### src/rtl/cdrs_pkg.sv
// Shared types and constants of the C-SCAN disk request scheduler.
`timescale 1ns / 1ps
package cdrs_pkg;

    localparam int unsigned CFG_IDX_W = 2;
    localparam int unsigned DIST_W    = 9;
    localparam int unsigned TOTAL_W   = 14;

    localparam logic [CFG_IDX_W-1:0] CFG_MAX_TRACK = 2'd0;
    localparam logic [CFG_IDX_W-1:0] CFG_HEAD_POS  = 2'd1;

    localparam logic [7:0]         MAX_TRACK_RST = 8'd199;
    localparam logic [7:0]         HEAD_POS_RST  = 8'd0;
    localparam logic [TOTAL_W:0]   TOTAL_MAX     = 15'd16383;

    typedef struct packed {
        logic [7:0] track;
        logic       batch_end;
    } t_request;

    typedef struct packed {
        logic [7:0]         served_track;
        logic [DIST_W-1:0]  move_distance;
        logic [TOTAL_W-1:0] total_movement;
        logic               dropped;
        logic               final_res;
    } t_result;

    // classified request handed from the front end to the service engine
    typedef struct packed {
        logic [7:0] track;
        logic       last;
        logic       keep;
        logic       dropped;
    } t_cmd;

    typedef struct packed {
        logic full;
        logic empty;
    } t_q_stat;

    typedef enum logic [1:0] {
        ST_LOAD,
        ST_SCAN,
        ST_OUT
    } t_back_state;

endpackage

### src/rtl/cscan_disk_request_scheduler.sv
// Top level of the C-SCAN disk request scheduler.
// Request channel: i_req {track, batch_end}, taken when push is high and full
// is low. Each transaction is one track request; the one with batch_end set
// closes the batch and starts service. Requests past MAX_REQUESTS in a batch
// are discarded and every result of that batch then shows dropped.
// Result channel: o_res {served_track, move_distance, total_movement,
// dropped, final_res}, shown while empty is low and taken when pop is high.
// One result per stored request, in C-SCAN order; final_res marks the last.
// Loading: one request per cycle while the engine loads, through a two-entry
// command queue. Service: every result walks the request store through its
// single read port. While a batch is served the front end stops taking
// requests once the command queue holds two.
// A result waits in the output register while pop is low; the engine stalls.
// Configuration: i_cfg_we with i_cfg_idx 0 (max_track) or 1 (head_position),
// written by the user only while idle (not enforced); other indexes ignored.
// Reset (synchronous, active low) clears counts, flags and queues and loads
// max_track 199, head_position 0. The request store is not cleared: only
// entries written in the current batch are ever read.
`timescale 1ns / 1ps
module cscan_disk_request_scheduler import cdrs_pkg::*; #(
    parameter int unsigned MAX_REQUESTS = 32,
    parameter int unsigned TRACK_BITS   = 8
) (
    input  logic                 i_clk,
    input  logic                 i_rst_n,
    input  logic                 push,
    output logic                 full,
    input  t_request             i_req,
    output logic                 empty,
    input  logic                 pop,
    output t_result              o_res,
    input  logic                 i_cfg_we,
    input  logic [CFG_IDX_W-1:0] i_cfg_idx,
    input  logic [7:0]           i_cfg_data
);

    logic [7:0] r_max_track;
    logic [7:0] r_head_pos;

    logic    q_push;
    logic    q_pop;
    t_cmd    q_in;
    t_cmd    q_out;
    t_q_stat q_stat;

    // configuration registers
    always_ff @(posedge i_clk) begin
        if (!i_rst_n) begin
            r_max_track <= MAX_TRACK_RST;
            r_head_pos  <= HEAD_POS_RST;
        end else if (i_cfg_we) begin
            case (i_cfg_idx)
                CFG_MAX_TRACK: r_max_track <= i_cfg_data;
                CFG_HEAD_POS:  r_head_pos  <= i_cfg_data;
                default: ;
            endcase
        end
    end

    // front end: keep or drop, batch fill count
    cdrs_front #(
        .MAX_REQUESTS (MAX_REQUESTS)
    ) u_front (
        .i_clk    (i_clk),
        .i_rst_n  (i_rst_n),
        .i_push   (push),
        .i_req    (i_req),
        .i_q_stat (q_stat),
        .o_full   (full),
        .o_q_push (q_push),
        .o_cmd    (q_in)
    );

    // decouples request intake from service
    cdrs_fifo u_queue (
        .i_clk   (i_clk),
        .i_rst_n (i_rst_n),
        .i_push  (q_push),
        .i_cmd   (q_in),
        .i_pop   (q_pop),
        .o_cmd   (q_out),
        .o_stat  (q_stat)
    );

    // store, order selection, distance and totals
    cdrs_back #(
        .MAX_REQUESTS (MAX_REQUESTS),
        .TRACK_BITS   (TRACK_BITS)
    ) u_back (
        .i_clk       (i_clk),
        .i_rst_n     (i_rst_n),
        .i_q_stat    (q_stat),
        .i_cmd       (q_out),
        .o_q_pop     (q_pop),
        .i_max_track (r_max_track),
        .i_head_pos  (r_head_pos),
        .i_pop       (pop),
        .o_empty     (empty),
        .o_res       (o_res)
    );

endmodule

### src/rtl/cdrs_ram.sv
// Generic single-port-write, single-port-read RAM with registered read data.
`timescale 1ns / 1ps
module cdrs_ram #(
    parameter int unsigned WIDTH = 8,
    parameter int unsigned DEPTH = 32
) (
    input  logic                     i_clk,
    input  logic                     i_we,
    input  logic [$clog2(DEPTH)-1:0] i_waddr,
    input  logic [WIDTH-1:0]         i_wdata,
    input  logic [$clog2(DEPTH)-1:0] i_raddr,
    output logic [WIDTH-1:0]         o_rdata
);

    logic [WIDTH-1:0] r_mem [DEPTH];
    logic [WIDTH-1:0] r_rdata;

    always_ff @(posedge i_clk) begin
        if (i_we) begin
            r_mem[i_waddr] <= i_wdata;
        end
        r_rdata <= r_mem[i_raddr];
    end

    assign o_rdata = r_rdata;

endmodule

### src/rtl/cdrs_front.sv
// Front end: accepts requests, decides keep or drop, tracks batch fill.
`timescale 1ns / 1ps
module cdrs_front import cdrs_pkg::*; #(
    parameter int unsigned MAX_REQUESTS = 32
) (
    input  logic     i_clk,
    input  logic     i_rst_n,
    input  logic     i_push,
    input  t_request i_req,
    input  t_q_stat  i_q_stat,
    output logic     o_full,
    output logic     o_q_push,
    output t_cmd     o_cmd
);

    localparam int unsigned CW = $clog2(MAX_REQUESTS + 1);

    logic [CW-1:0] r_cnt, n_cnt;
    logic          r_ovf, n_ovf;
    logic          accept;
    logic          keep;
    logic          ovf_now;

    always_comb begin
        accept  = i_push && !i_q_stat.full;
        keep    = r_cnt < CW'(MAX_REQUESTS);
        ovf_now = r_ovf || !keep;
        n_cnt   = r_cnt;
        n_ovf   = r_ovf;
        if (accept) begin
            if (i_req.batch_end) begin
                n_cnt = '0;
                n_ovf = 1'b0;
            end else begin
                n_cnt = keep ? r_cnt + CW'(1) : r_cnt;
                n_ovf = ovf_now;
            end
        end
    end

    always_ff @(posedge i_clk) begin
        if (!i_rst_n) begin
            r_cnt <= '0;
            r_ovf <= 1'b0;
        end else begin
            r_cnt <= n_cnt;
            r_ovf <= n_ovf;
        end
    end

    // a dropped request that does not close the batch only sets the flag
    assign o_full        = i_q_stat.full;
    assign o_q_push      = accept && (keep || i_req.batch_end);
    assign o_cmd.track   = i_req.track;
    assign o_cmd.last    = i_req.batch_end;
    assign o_cmd.keep    = keep;
    assign o_cmd.dropped = ovf_now;

endmodule

### src/rtl/cdrs_fifo.sv
// Two-entry command queue between the front end and the service engine.
`timescale 1ns / 1ps
module cdrs_fifo import cdrs_pkg::*; (
    input  logic    i_clk,
    input  logic    i_rst_n,
    input  logic    i_push,
    input  t_cmd    i_cmd,
    input  logic    i_pop,
    output t_cmd    o_cmd,
    output t_q_stat o_stat
);

    t_cmd       r_mem [2];
    logic       r_wp;
    logic       r_rp;
    logic [1:0] r_cnt;
    logic       do_push;
    logic       do_pop;

    assign o_stat.full  = r_cnt == 2'd2;
    assign o_stat.empty = r_cnt == 2'd0;
    assign do_push      = i_push && !o_stat.full;
    assign do_pop       = i_pop && !o_stat.empty;
    assign o_cmd        = r_mem[r_rp];

    always_ff @(posedge i_clk) begin
        if (do_push) begin
            r_mem[r_wp] <= i_cmd;
        end
    end

    always_ff @(posedge i_clk) begin
        if (!i_rst_n) begin
            r_wp  <= 1'b0;
            r_rp  <= 1'b0;
            r_cnt <= 2'd0;
        end else begin
            if (do_push) begin
                r_wp <= ~r_wp;
            end
            if (do_pop) begin
                r_rp <= ~r_rp;
            end
            r_cnt <= r_cnt + {1'b0, do_push} - {1'b0, do_pop};
        end
    end

endmodule

### src/rtl/cdrs_back.sv
// Service engine: stores a batch, picks requests in C-SCAN order, builds results.
`timescale 1ns / 1ps
module cdrs_back import cdrs_pkg::*; #(
    parameter int unsigned MAX_REQUESTS = 32,
    parameter int unsigned TRACK_BITS   = 8
) (
    input  logic       i_clk,
    input  logic       i_rst_n,
    input  t_q_stat    i_q_stat,
    input  t_cmd       i_cmd,
    output logic       o_q_pop,
    input  logic [7:0] i_max_track,
    input  logic [7:0] i_head_pos,
    input  logic       i_pop,
    output logic       o_empty,
    output t_result    o_res
);

    localparam int unsigned AW = $clog2(MAX_REQUESTS);
    localparam int unsigned CW = $clog2(MAX_REQUESTS + 1);
    localparam int unsigned KW = (TRACK_BITS > 8) ? TRACK_BITS : 8;
    localparam int unsigned DW = KW + 2;

    t_back_state r_state, n_state;

    logic [CW-1:0]           r_wr_cnt;
    logic [CW-1:0]           r_n;
    logic                    r_dropped;
    logic [CW-1:0]           r_rd_idx;
    logic                    r_cmp_valid;
    logic [AW-1:0]           r_cmp_idx;
    logic                    r_best_valid;
    logic [KW:0]             r_best_key;
    logic [AW-1:0]           r_best_idx;
    logic [MAX_REQUESTS-1:0] r_served;
    logic [CW-1:0]           r_res_cnt;
    logic [KW-1:0]           r_cur;
    logic                    r_wrapped;
    logic [TOTAL_W-1:0]      r_total;
    logic                    r_out_valid;
    t_result                 r_out;

    logic                  q_pop;
    logic                  ram_we;
    logic [AW-1:0]         ram_waddr;
    logic [TRACK_BITS-1:0] ram_wdata;
    logic [AW-1:0]         ram_raddr;
    logic [TRACK_BITS-1:0] ram_rdata;
    logic                  rd_issue;
    logic [KW-1:0]         rd_val;
    logic [KW:0]           rd_key;
    logic                  take;
    logic                  scan_done;
    logic                  out_load;
    logic                  last_res;
    logic [KW-1:0]         sel_t;
    logic [KW-1:0]         max_k;
    logic [KW-1:0]         edge_pos;
    logic                  is_wrap;
    logic [DW-1:0]         move_dist;
    logic [TOTAL_W:0]      sum;
    logic [TOTAL_W-1:0]    total_next;

    cdrs_ram #(
        .WIDTH (TRACK_BITS),
        .DEPTH (MAX_REQUESTS)
    ) u_store (
        .i_clk   (i_clk),
        .i_we    (ram_we),
        .i_waddr (ram_waddr),
        .i_wdata (ram_wdata),
        .i_raddr (ram_raddr),
        .o_rdata (ram_rdata)
    );

    // next state
    always_comb begin
        n_state = r_state;
        unique case (r_state)
            ST_LOAD: begin
                if (q_pop && i_cmd.last) begin
                    n_state = ST_SCAN;
                end
            end
            ST_SCAN: begin
                if (scan_done) begin
                    n_state = ST_OUT;
                end
            end
            ST_OUT: begin
                if (out_load) begin
                    n_state = last_res ? ST_LOAD : ST_SCAN;
                end
            end
            default: n_state = ST_LOAD;
        endcase
    end

    // outputs and datapath
    always_comb begin
        q_pop     = (r_state == ST_LOAD) && !i_q_stat.empty;
        ram_we    = q_pop && i_cmd.keep;
        ram_waddr = r_wr_cnt[AW-1:0];
        ram_wdata = TRACK_BITS'(i_cmd.track);
        rd_issue  = (r_state == ST_SCAN) && (r_rd_idx < r_n);
        ram_raddr = r_rd_idx[AW-1:0];

        // ordering key: requests below the head sort after all others
        rd_val    = KW'(ram_rdata);
        rd_key    = {rd_val < KW'(i_head_pos), rd_val};
        take      = r_cmp_valid && !r_served[r_cmp_idx]
                    && (!r_best_valid || rd_key < r_best_key);
        scan_done = (r_state == ST_SCAN) && (r_rd_idx == r_n) && !r_cmp_valid;

        out_load  = (r_state == ST_OUT) && (!r_out_valid || i_pop);
        last_res  = r_res_cnt == (r_n - CW'(1));

        sel_t     = r_best_key[KW-1:0];
        max_k     = KW'(i_max_track);
        edge_pos  = (r_cur > max_k) ? r_cur : max_k;
        is_wrap   = r_best_key[KW] && !r_wrapped;
        if (is_wrap) begin
            move_dist = DW'(edge_pos - r_cur) + DW'(edge_pos) + DW'(sel_t);
        end else if (sel_t >= r_cur) begin
            move_dist = DW'(sel_t - r_cur);
        end else begin
            move_dist = DW'(r_cur - sel_t);
        end
        sum        = {1'b0, r_total} + (TOTAL_W + 1)'(move_dist[DIST_W-1:0]);
        total_next = (sum > TOTAL_MAX) ? TOTAL_MAX[TOTAL_W-1:0] : sum[TOTAL_W-1:0];
    end

    always_ff @(posedge i_clk) begin
        if (!i_rst_n) begin
            r_state      <= ST_LOAD;
            r_wr_cnt     <= '0;
            r_n          <= '0;
            r_rd_idx     <= '0;
            r_cmp_valid  <= 1'b0;
            r_best_valid <= 1'b0;
            r_served     <= '0;
            r_res_cnt    <= '0;
            r_wrapped    <= 1'b0;
            r_out_valid  <= 1'b0;
        end else begin
            r_state <= n_state;

            // output register: refilled or emptied, never both
            if (out_load) begin
                r_out_valid <= 1'b1;
            end else if (i_pop) begin
                r_out_valid <= 1'b0;
            end

            unique case (r_state)
                ST_LOAD: begin
                    if (q_pop) begin
                        if (i_cmd.last) begin
                            r_n          <= r_wr_cnt + CW'(i_cmd.keep);
                            r_wr_cnt     <= '0;
                            r_served     <= '0;
                            r_res_cnt    <= '0;
                            r_wrapped    <= 1'b0;
                            r_rd_idx     <= '0;
                            r_cmp_valid  <= 1'b0;
                            r_best_valid <= 1'b0;
                        end else if (i_cmd.keep) begin
                            r_wr_cnt <= r_wr_cnt + CW'(1);
                        end
                    end
                end
                ST_SCAN: begin
                    r_cmp_valid <= rd_issue;
                    if (rd_issue) begin
                        r_rd_idx <= r_rd_idx + CW'(1);
                    end
                    if (take) begin
                        r_best_valid <= 1'b1;
                    end
                end
                ST_OUT: begin
                    if (out_load) begin
                        r_served[r_best_idx] <= 1'b1;
                        r_wrapped            <= r_wrapped || r_best_key[KW];
                        r_res_cnt            <= r_res_cnt + CW'(1);
                        r_rd_idx             <= '0;
                        r_cmp_valid          <= 1'b0;
                        r_best_valid         <= 1'b0;
                    end
                end
                default: ;
            endcase
        end
    end

    // payload registers
    always_ff @(posedge i_clk) begin
        if (q_pop && i_cmd.last) begin
            r_dropped <= i_cmd.dropped;
            r_cur     <= KW'(i_head_pos);
            r_total   <= '0;
        end
        r_cmp_idx <= ram_raddr;
        if (take) begin
            r_best_key <= rd_key;
            r_best_idx <= r_cmp_idx;
        end
        if (out_load) begin
            r_cur                <= sel_t;
            r_total              <= total_next;
            r_out.served_track   <= sel_t[7:0];
            r_out.move_distance  <= move_dist[DIST_W-1:0];
            r_out.total_movement <= total_next;
            r_out.dropped        <= r_dropped;
            r_out.final_res      <= last_res;
        end
    end

    assign o_q_pop = q_pop;
    assign o_empty = !r_out_valid;
    assign o_res   = r_out;

endmodule

### config.mk
export PLATFORM = sky130hd
export DESIGN_NAME = cscan_disk_request_scheduler
export DESIGN_NICKNAME = d
export VERILOG_FILES = /design/src/rtl/cdrs_pkg.sv /design/src/rtl/cscan_disk_request_scheduler.sv /design/src/rtl/cdrs_ram.sv /design/src/rtl/cdrs_front.sv /design/src/rtl/cdrs_fifo.sv /design/src/rtl/cdrs_back.sv
export SDC_FILE = /design/constraint.sdc
export NUM_CORES = 1
export LEC_CHECK = 0
export BUFFER_PORTS_ARGS = -buffer_cell sky130_fd_sc_hd__buf_2
export CORE_ASPECT_RATIO = 0.6
export CORE_MARGIN = 2
export CORE_UTILIZATION = 30
export DETAILED_ROUTE_END_ITERATION = 12
export SYNTH_ARGS = -nofsm -noshare
export SYNTH_HDL_FRONTEND = slang
export SYNTH_SLANG_ARGS = --single-unit
### constraint.sdc
create_clock -name i_clk -period 5.7 [get_ports i_clk]
set_input_delay 0.855 -clock i_clk [delete_from_list [all_inputs] [get_ports i_clk]]
set_output_delay 0.855 -clock i_clk [all_outputs]
set_load 0.005 [all_outputs]
After elaboration in Yosys (flattened, before gate mapping):

Memory sizes are Yosys's and may differ from the RTL's. A register that Yosys moved wholly into a read port is not among the register bits.
Cells that the tools add are included.

* register bits after elaboration: 164
* RAM bits: 278
* input port bits: 24
* output and inout bits: 35
* memories: 2

Memories
* u_back.u_store.r_mem: depth 32, bits a word 8, rd ports 1, clocked after memory_dff 1, write ports 1, RTL line cdrs_ram.sv:15 `logic [WIDTH-1:0] r_mem [DEPTH];`
* u_queue.r_mem: depth 2, bits a word 11, rd ports 1, clocked after memory_dff 1, write ports 1, RTL line cdrs_fifo.sv:13 `t_cmd r_mem [2];`

* add/sub/neg operators: 14
* magnitude comparators: 10
* equality and inequality tests: 13
* mux-type cells: 49
* bitwise logic cells: 3
* reductions and logical operators: 47

Operators by type and width (number)
* 32-bit 2-to-1 mux: 3
* 32-bit one-hot mux with 2 select lines: 1
* 6-bit 2-to-1 mux: 9
* 14-bit 2-to-1 mux: 3
* 32-bit OR: 1
* 8-bit by 8-bit subtractor with 9-bit output: 3
* 6-bit by 1-bit adder with 6-bit output, second input constant: 4
* 8-bit 2-to-1 mux: 3
* 9-bit by 8-bit adder with 9-bit output: 2
* 9-bit 2-to-1 mux: 2
* 6-bit one-hot mux with 3 select lines: 1
* 1-bit 2-to-1 mux: 17
* 14-bit by 9-bit adder with 15-bit output: 1
* 15-bit by 14-bit > comparator with 1-bit output, second input constant: 1
* 1-bit logical AND: 15
* 6-bit equality test: 2
* 5-bit by 6-bit < comparator with 1-bit output, second input constant: 2
* 2-bit by 1-bit inequality test with 1-bit output, second input constant: 6
* 6-bit one-hot mux with 2 select lines: 1
* 5-bit AND reduction: 2
* 2-bit nonzero test: 5
* 9-bit < comparator: 1
* 3-bit AND reduction: 3
* 8-bit greater-or-equal comparator: 1
* other kinds (25): 47

Longest topological paths before layout:

* depth in word-level cells: 10
* depth in mapped cells: 26

By module:

From an unflattened synthesis, not the netlist that was laid out.

* cells, all modules: 1407
* area, all modules: 20116.8 µm²

Modules (own cells, without submodules)
* cdrs_ram: instances 1, cells an instance 417, area an instance 10053.4 µm², seq. area each 7847.5 µm²
* cdrs_back: instances 1, cells an instance 810, area an instance 7912.6 µm², seq. area each 3443.3 µm²
* cdrs_fifo: instances 1, cells an instance 61, area an instance 1032.2 µm², seq. area each 760.7 µm²
* cscan_disk_request_scheduler: instances 1, cells an instance 66, area an instance 663.1 µm², seq. area each 320.3 µm²
* cdrs_front: instances 1, cells an instance 53, area an instance 455.4 µm², seq. area each 140.1 µm²

Least setup slack after synthesis:

Ideal clock, no wire load.

* path type: register to register
* from: register u_back.r_cur[1]
* to: register u_back.r_total[4] (data pin)
* library setup time: 0.260 ns
* arrival: 5.498 ns
* slack: -0.058 ns
* stages on the path, launching flop included: 26
* clock period less this slack: 5.758 ns
* cell sequence: edfxtp_1 -> ha_1 -> nor2b_1 -> o211ai_1 -> a21oi_1 -> o21ai_1 -> clkbuf_1 -> a21oi_1 -> fa_1 -> inv_1 -> ha_1 -> fa_1 -> a21oi_1 -> o211ai_1 -> a21oi_1 -> nor2_1 -> a221o_1 -> nor3b_1 -> ha_1 -> o21a_1 -> o21a_1 -> o22ai_1 -> nor3_1 -> clkbuf_1 -> or2_2 -> and2_1

* word-level cells in the longest chain between the ends: 10

RTL lines
* start: declaration: RTL line cdrs_back.sv:37 `logic [KW-1:0] r_cur;`
* start signal: assignment: RTL line cdrs_back.sv:200 `r_cur <= KW'(i_head_pos);`
* start signal: assignment: RTL line cdrs_back.sv:209 `r_cur <= sel_t;`
* 8-bit > comparator: RTL line cdrs_back.sv:120 `edge_pos = (r_cur > max_k) ? r_cur : max_k;`
* 8-bit 2-to-1 mux: RTL line cdrs_back.sv:120
* 8-bit by 8-bit subtractor with 9-bit output: RTL line cdrs_back.sv:123 `move_dist = DW'(edge_pos - r_cur) + DW'(edge_pos) + DW'(sel_t);`
* 9-bit by 8-bit adder with 9-bit output (2 in series): RTL line cdrs_back.sv:123
* 9-bit 2-to-1 mux *: RTL line cdrs_back.sv:122 `if (is_wrap) begin`
* via u_back.move_dist[7]: RTL line cdrs_back.sv:60 `logic [DW-1:0] move_dist;`
* 14-bit by 9-bit adder with 15-bit output *: RTL line cdrs_back.sv:129 `sum = {1'b0, r_total} + (TOTAL_W + 1)'(move_dist[DIST_W-1:0]);`
* 15-bit by 14-bit > comparator with 1-bit output *: RTL line cdrs_back.sv:130 `total_next = (sum > TOTAL_MAX) ? TOTAL_MAX[TOTAL_W-1:0] : sum[TOTAL_W-1:0];`
* 14-bit 2-to-1 mux *: RTL line cdrs_back.sv:130
* via u_back.total_next[4]: RTL line cdrs_back.sv:62 `logic [TOTAL_W-1:0] total_next;`
* 14-bit 2-to-1 mux *: RTL line cdrs_back.sv:208 `if (out_load) begin`
* end signal: assignment: RTL line cdrs_back.sv:210 `r_total <= total_next;`
* end: declaration: RTL line cdrs_back.sv:39 `logic [TOTAL_W-1:0] r_total;`

The timed path passes the listed nets; every way through them passes the cells marked *.
A chain may end at the register's enable or synchronous reset.

Final worst setup path:

* from: register u_back.r_cur[1]
* to: register u_back.r_total[10] (data pin)

* word-level cells in the longest chain between the ends: 10

RTL lines (RTL line)
* 8-bit > comparator: cdrs_back.sv:120
* 8-bit 2-to-1 mux: cdrs_back.sv:120
* 8-bit by 8-bit subtractor with 9-bit output: cdrs_back.sv:123
* 9-bit by 8-bit adder with 9-bit output (2 in series): cdrs_back.sv:123
* 9-bit 2-to-1 mux *: cdrs_back.sv:122
* via u_back.move_dist[7]: cdrs_back.sv:60
* 14-bit by 9-bit adder with 15-bit output *: cdrs_back.sv:129
* 15-bit by 14-bit > comparator with 1-bit output: cdrs_back.sv:130
* 14-bit 2-to-1 mux *: cdrs_back.sv:130
* via u_back.total_next[10]: cdrs_back.sv:62
* 14-bit 2-to-1 mux *: cdrs_back.sv:208

Marks and branches as above.

==> flow_summary.toml <==
[placement]
portBuffers = 58
post-place-ws_ns = -0.0241
dp_hpwl_um = 32500
gp_congestion = 0.906
place_inst = 2320

[sta]
fin_skew_ns = 0.0304
timing.final.max_slew_violations = 0
fin_setup_tns_ns = 0
fmax_mhz = 181
layout_min_cycle_time_ns = 5.53
finalSetupViolCount = 0
slew_headroom = 0.248
finalCritPeriodShare = 0.970
timing.final.hold_violations = 0
worst_pin_slew_ns = 1.12
setup_ws_ns = 0.173

[worst_setup_path]
r2r_cells = 27
cp-end-kind = "register"
crit_arrival_ns = 5.85
path_max_fanout = 10
critPathTopFamily = "compound AO/OA/AOI/OAI gates"
worstSetupStartpointType = "register"
critPathMaxStageDelay_ns = 0.49
cp_num_buf_inv = 4
worst_r2r_endpoint = "u_back.r_total[10]$_SDFFCE_PN0P_"
crit_top_cell = "a21oi_2"
cp_data_required_time_ns = 6.02
rr_startpoint = "u_back.r_cur[1]$_DFFE_PP_"
reg2reg_slack_ns = 0.17
cp_slowest_cell = "fa_1"
path_class = "register to register"

[grt]
grt_first_pass_wirelength_um = 71100
antenna_found_initial = 0
grt_usage = 0.137
grt_max_degree = 44
grt_pass1_vias = 11400
grt_remaining_overflow = 0

[die]
rows = 73
dieArea_sq_mm = 0.0686
ios = 59
dieHeight_um = 204
initial_utilization = 0.302
core_area_sq_mm = 0.0659
die_w_um = 337

[clock_network]
cts_buffers = 44
root_buffer = "clkbuf_16"
clk_path_buf_depth = 3
clk_pin_slew_ns = 0.06
cts_tree = "built"
cts_max_level = 2
cts.sinks = 451
cts_hold_buffers = 0
clkLatencyLatePin_ns = 0.57

[route]
drc_errors = 0
drtAntennaViolNets = 0
drt-total-wl_um = 47500
firstDrtPassIters = 5
post_drt_via_cell_ratio = 4.93
wire_per_inst_um = 19.7
first_iter_violations = 1178
vias = 11900

[synth]
synthCells = 1379
synth_async_sr_flop_share = 0
ys_seq_area_frac = 0.628
synthDistinctLibCells = 56
syn-cell-area_sq_mm = 0.0199
synth-seq-cells = 451
synth_edf_count = 348
syn_nets = 1489
ys_warn_count = 0
ys.flop_type = "edfxtp_1"
syn_avg_cell_area_sq_um = 14.5

[layout]
syn2layout_area_growth_pct = 15.8
instances_no_fill = 2409
drive_gt1_frac = 0.211
layout_common_cells = "edfxtp_1 (348), nor2_1 (106), dfxtp_1 (100)"
nets = 1584
final_common_cell = "edfxtp_1"
diodes = 0

[hold_path]
hold_path.class = "register to register"
min_to = "u_back.o_res[1]$_DFFE_PP_"
holdCritStartpoint = "u_back.r_dropped$_DFFE_PP_"
whs_path_depth = 0

[power_and_ir_drop]
ir_drop_v = 0.000358
leakagePower_nw = 7.95
p_per_area_mw_per_mm2 = 529

[run_status]
outcome = "complete, no violations"

[job]
cap_violations = 0
## registers in the layout, indices dropped and copies added (netlist names), 2 cells and up, named ones only
name	cells
u_back.r_wr_cnt	6
u_front.r_cnt	6
u_back.r_total	14
r_max_track	8
u_back.r_served	32
u_back.r_cmp_idx	5
u_back.o_res	33
u_back.r_rd_idx	6
u_back.u_store.r_mem	256
u_queue.r_mem	22
u_back.r_res_cnt	6
u_back.u_store.o_rdata	8
u_back.r_best_key	9
u_back.r_state	2
u_back.r_cur	8
r_head_pos	8
u_back.r_n	6
u_back.r_best_idx	5
u_queue.r_cnt	2
## metrics by stage
stage	utilization	instance area [sq um]	hold slack, ns	power, mW
6_report	0.350	23100	0.421	12.2
5_1_grt	0.350	23100	0.437	12.9
4_1_cts	0.347	22900	0.426	11.9
3_5_place_dp	0.324	21400	0.410	8.87
3_3_place_gp	0.324	21400	0.406	8.80
2_1_floorplan	-	19900	0.354	7.32
## worst max-delay path by stage
| stage | start | slack, ns | to | cells past startpoint |
|---|---|---|---|---|
| floorplan | u_back.r_cur[1]$_DFFE_PP_ | 0.02 | u_back.r_total[4]$_SDFFCE_PN0P_ | 25 |
| global placement | r_max_track[1]$_SDFFE_PN1P_ | 0.04 | u_back.r_total[10]$_SDFFCE_PN0P_ | 27 |
| detailed placement | u_back.r_cur[5]$_DFFE_PP_ | -0.02 | u_back.r_total[10]$_SDFFCE_PN0P_ | 24 |
| CTS | u_back.r_cur[5]$_DFFE_PP_ | 0.05 | u_back.r_total[12]$_SDFFCE_PN0P_ | 24 |
| global route | u_back.r_cur[1]$_DFFE_PP_ | -0.06 | u_back.r_total[10]$_SDFFCE_PN0P_ | 27 |
| finish | u_back.r_cur[1]$_DFFE_PP_ | 0.17 | u_back.r_total[10]$_SDFFCE_PN0P_ | 27 |
## worst register-to-register path: cells and delay by family (launching register included)
| kind | cells | cell delay (ns) |
|---|---|---|
| DFF | 1 | 0.44 |
| buffers and inverters | 4 | 0.53 |
| adders and majority gates | 5 | 1.54 |
| and+or+nand+nor | 6 | 0.69 |
| muxes | 1 | 0.34 |
| AOI/OAI and AO/OA | 11 | 1.76 |
## Yosys cell counts, types with 12 or more instances
library cell	n	area (sq um)
clkbuf_1	38	143
a21o_1	18	135
nand2b_1	12	75.1
inv_1	59	221
xor2_1	19	166
edfxtp_1	348	10500
mux2_2	21	236
a21oi_1	66	330
nor3_1	20	100
o211ai_1	13	97.6
nand3_1	23	115
ha_1	75	938
nand2_1	88	330
xnor2_1	19	166
dfxtp_1	103	2060
and2_1	20	125
nor2b_1	25	156
nor2_1	107	402
mux4_2	90	2030
and3_1	15	93.8
o21ai_0	28	140
## per-layer routing
| metal | GRT usage | up-vias | routed length, um | share of wire |
|---|---|---|---|---|
| met3 | 0.0319 | 61 | 3820 | 0.080 |
| met1 | 0.224 | 5992 | 24200 | 0.51 |
| met2 | 0.180 | 412 | 18700 | 0.39 |
| met4 | 0.0289 | 0 | 826 | 0.017 |
| met5 | 0 | - | 0 | 0 |
| li1 | - | 5419 | - | - |
## final cells by class
class	instances	area (sq um)
multi-input cells	816	7100
fillers	6328	42900
inverters	59	221
clock buffers	59	1210
well taps	900	1130
repair buffers	102	624
clock inverters	22	272
flip-flops and latches	451	12500
## cells by family (layout without fill, tap and decap cells)
group | Yosys count | after routing | synth area share
flops | 451 | 451 | 0.628
compound gates | 207 | 207 | 0.0667
simple gates | 363 | 363 | 0.0890
buf+inv | 112 | 242 | 0.0227
fa+ha+maj | 86 | 86 | 0.0581
mux | 122 | 122 | 0.119
xor+xnor | 38 | 38 | 0.0167
## where the power goes
part | internal [mW] | leakage (nW) | switching (mW)
combinational | 2.05 | 3.23 | 2.72
clock | 1.73 | 0.727 | 1.25
sequential | 4.17 | 3.99 | 0.272
## timing repair
action,CTS,global route
resized for setup,2,27
pin swaps,0,11
gates cloned,0,0
setup endpoints to repair,6,28
buffers inserted,0,8
Power figures use the tool's default switching activity.
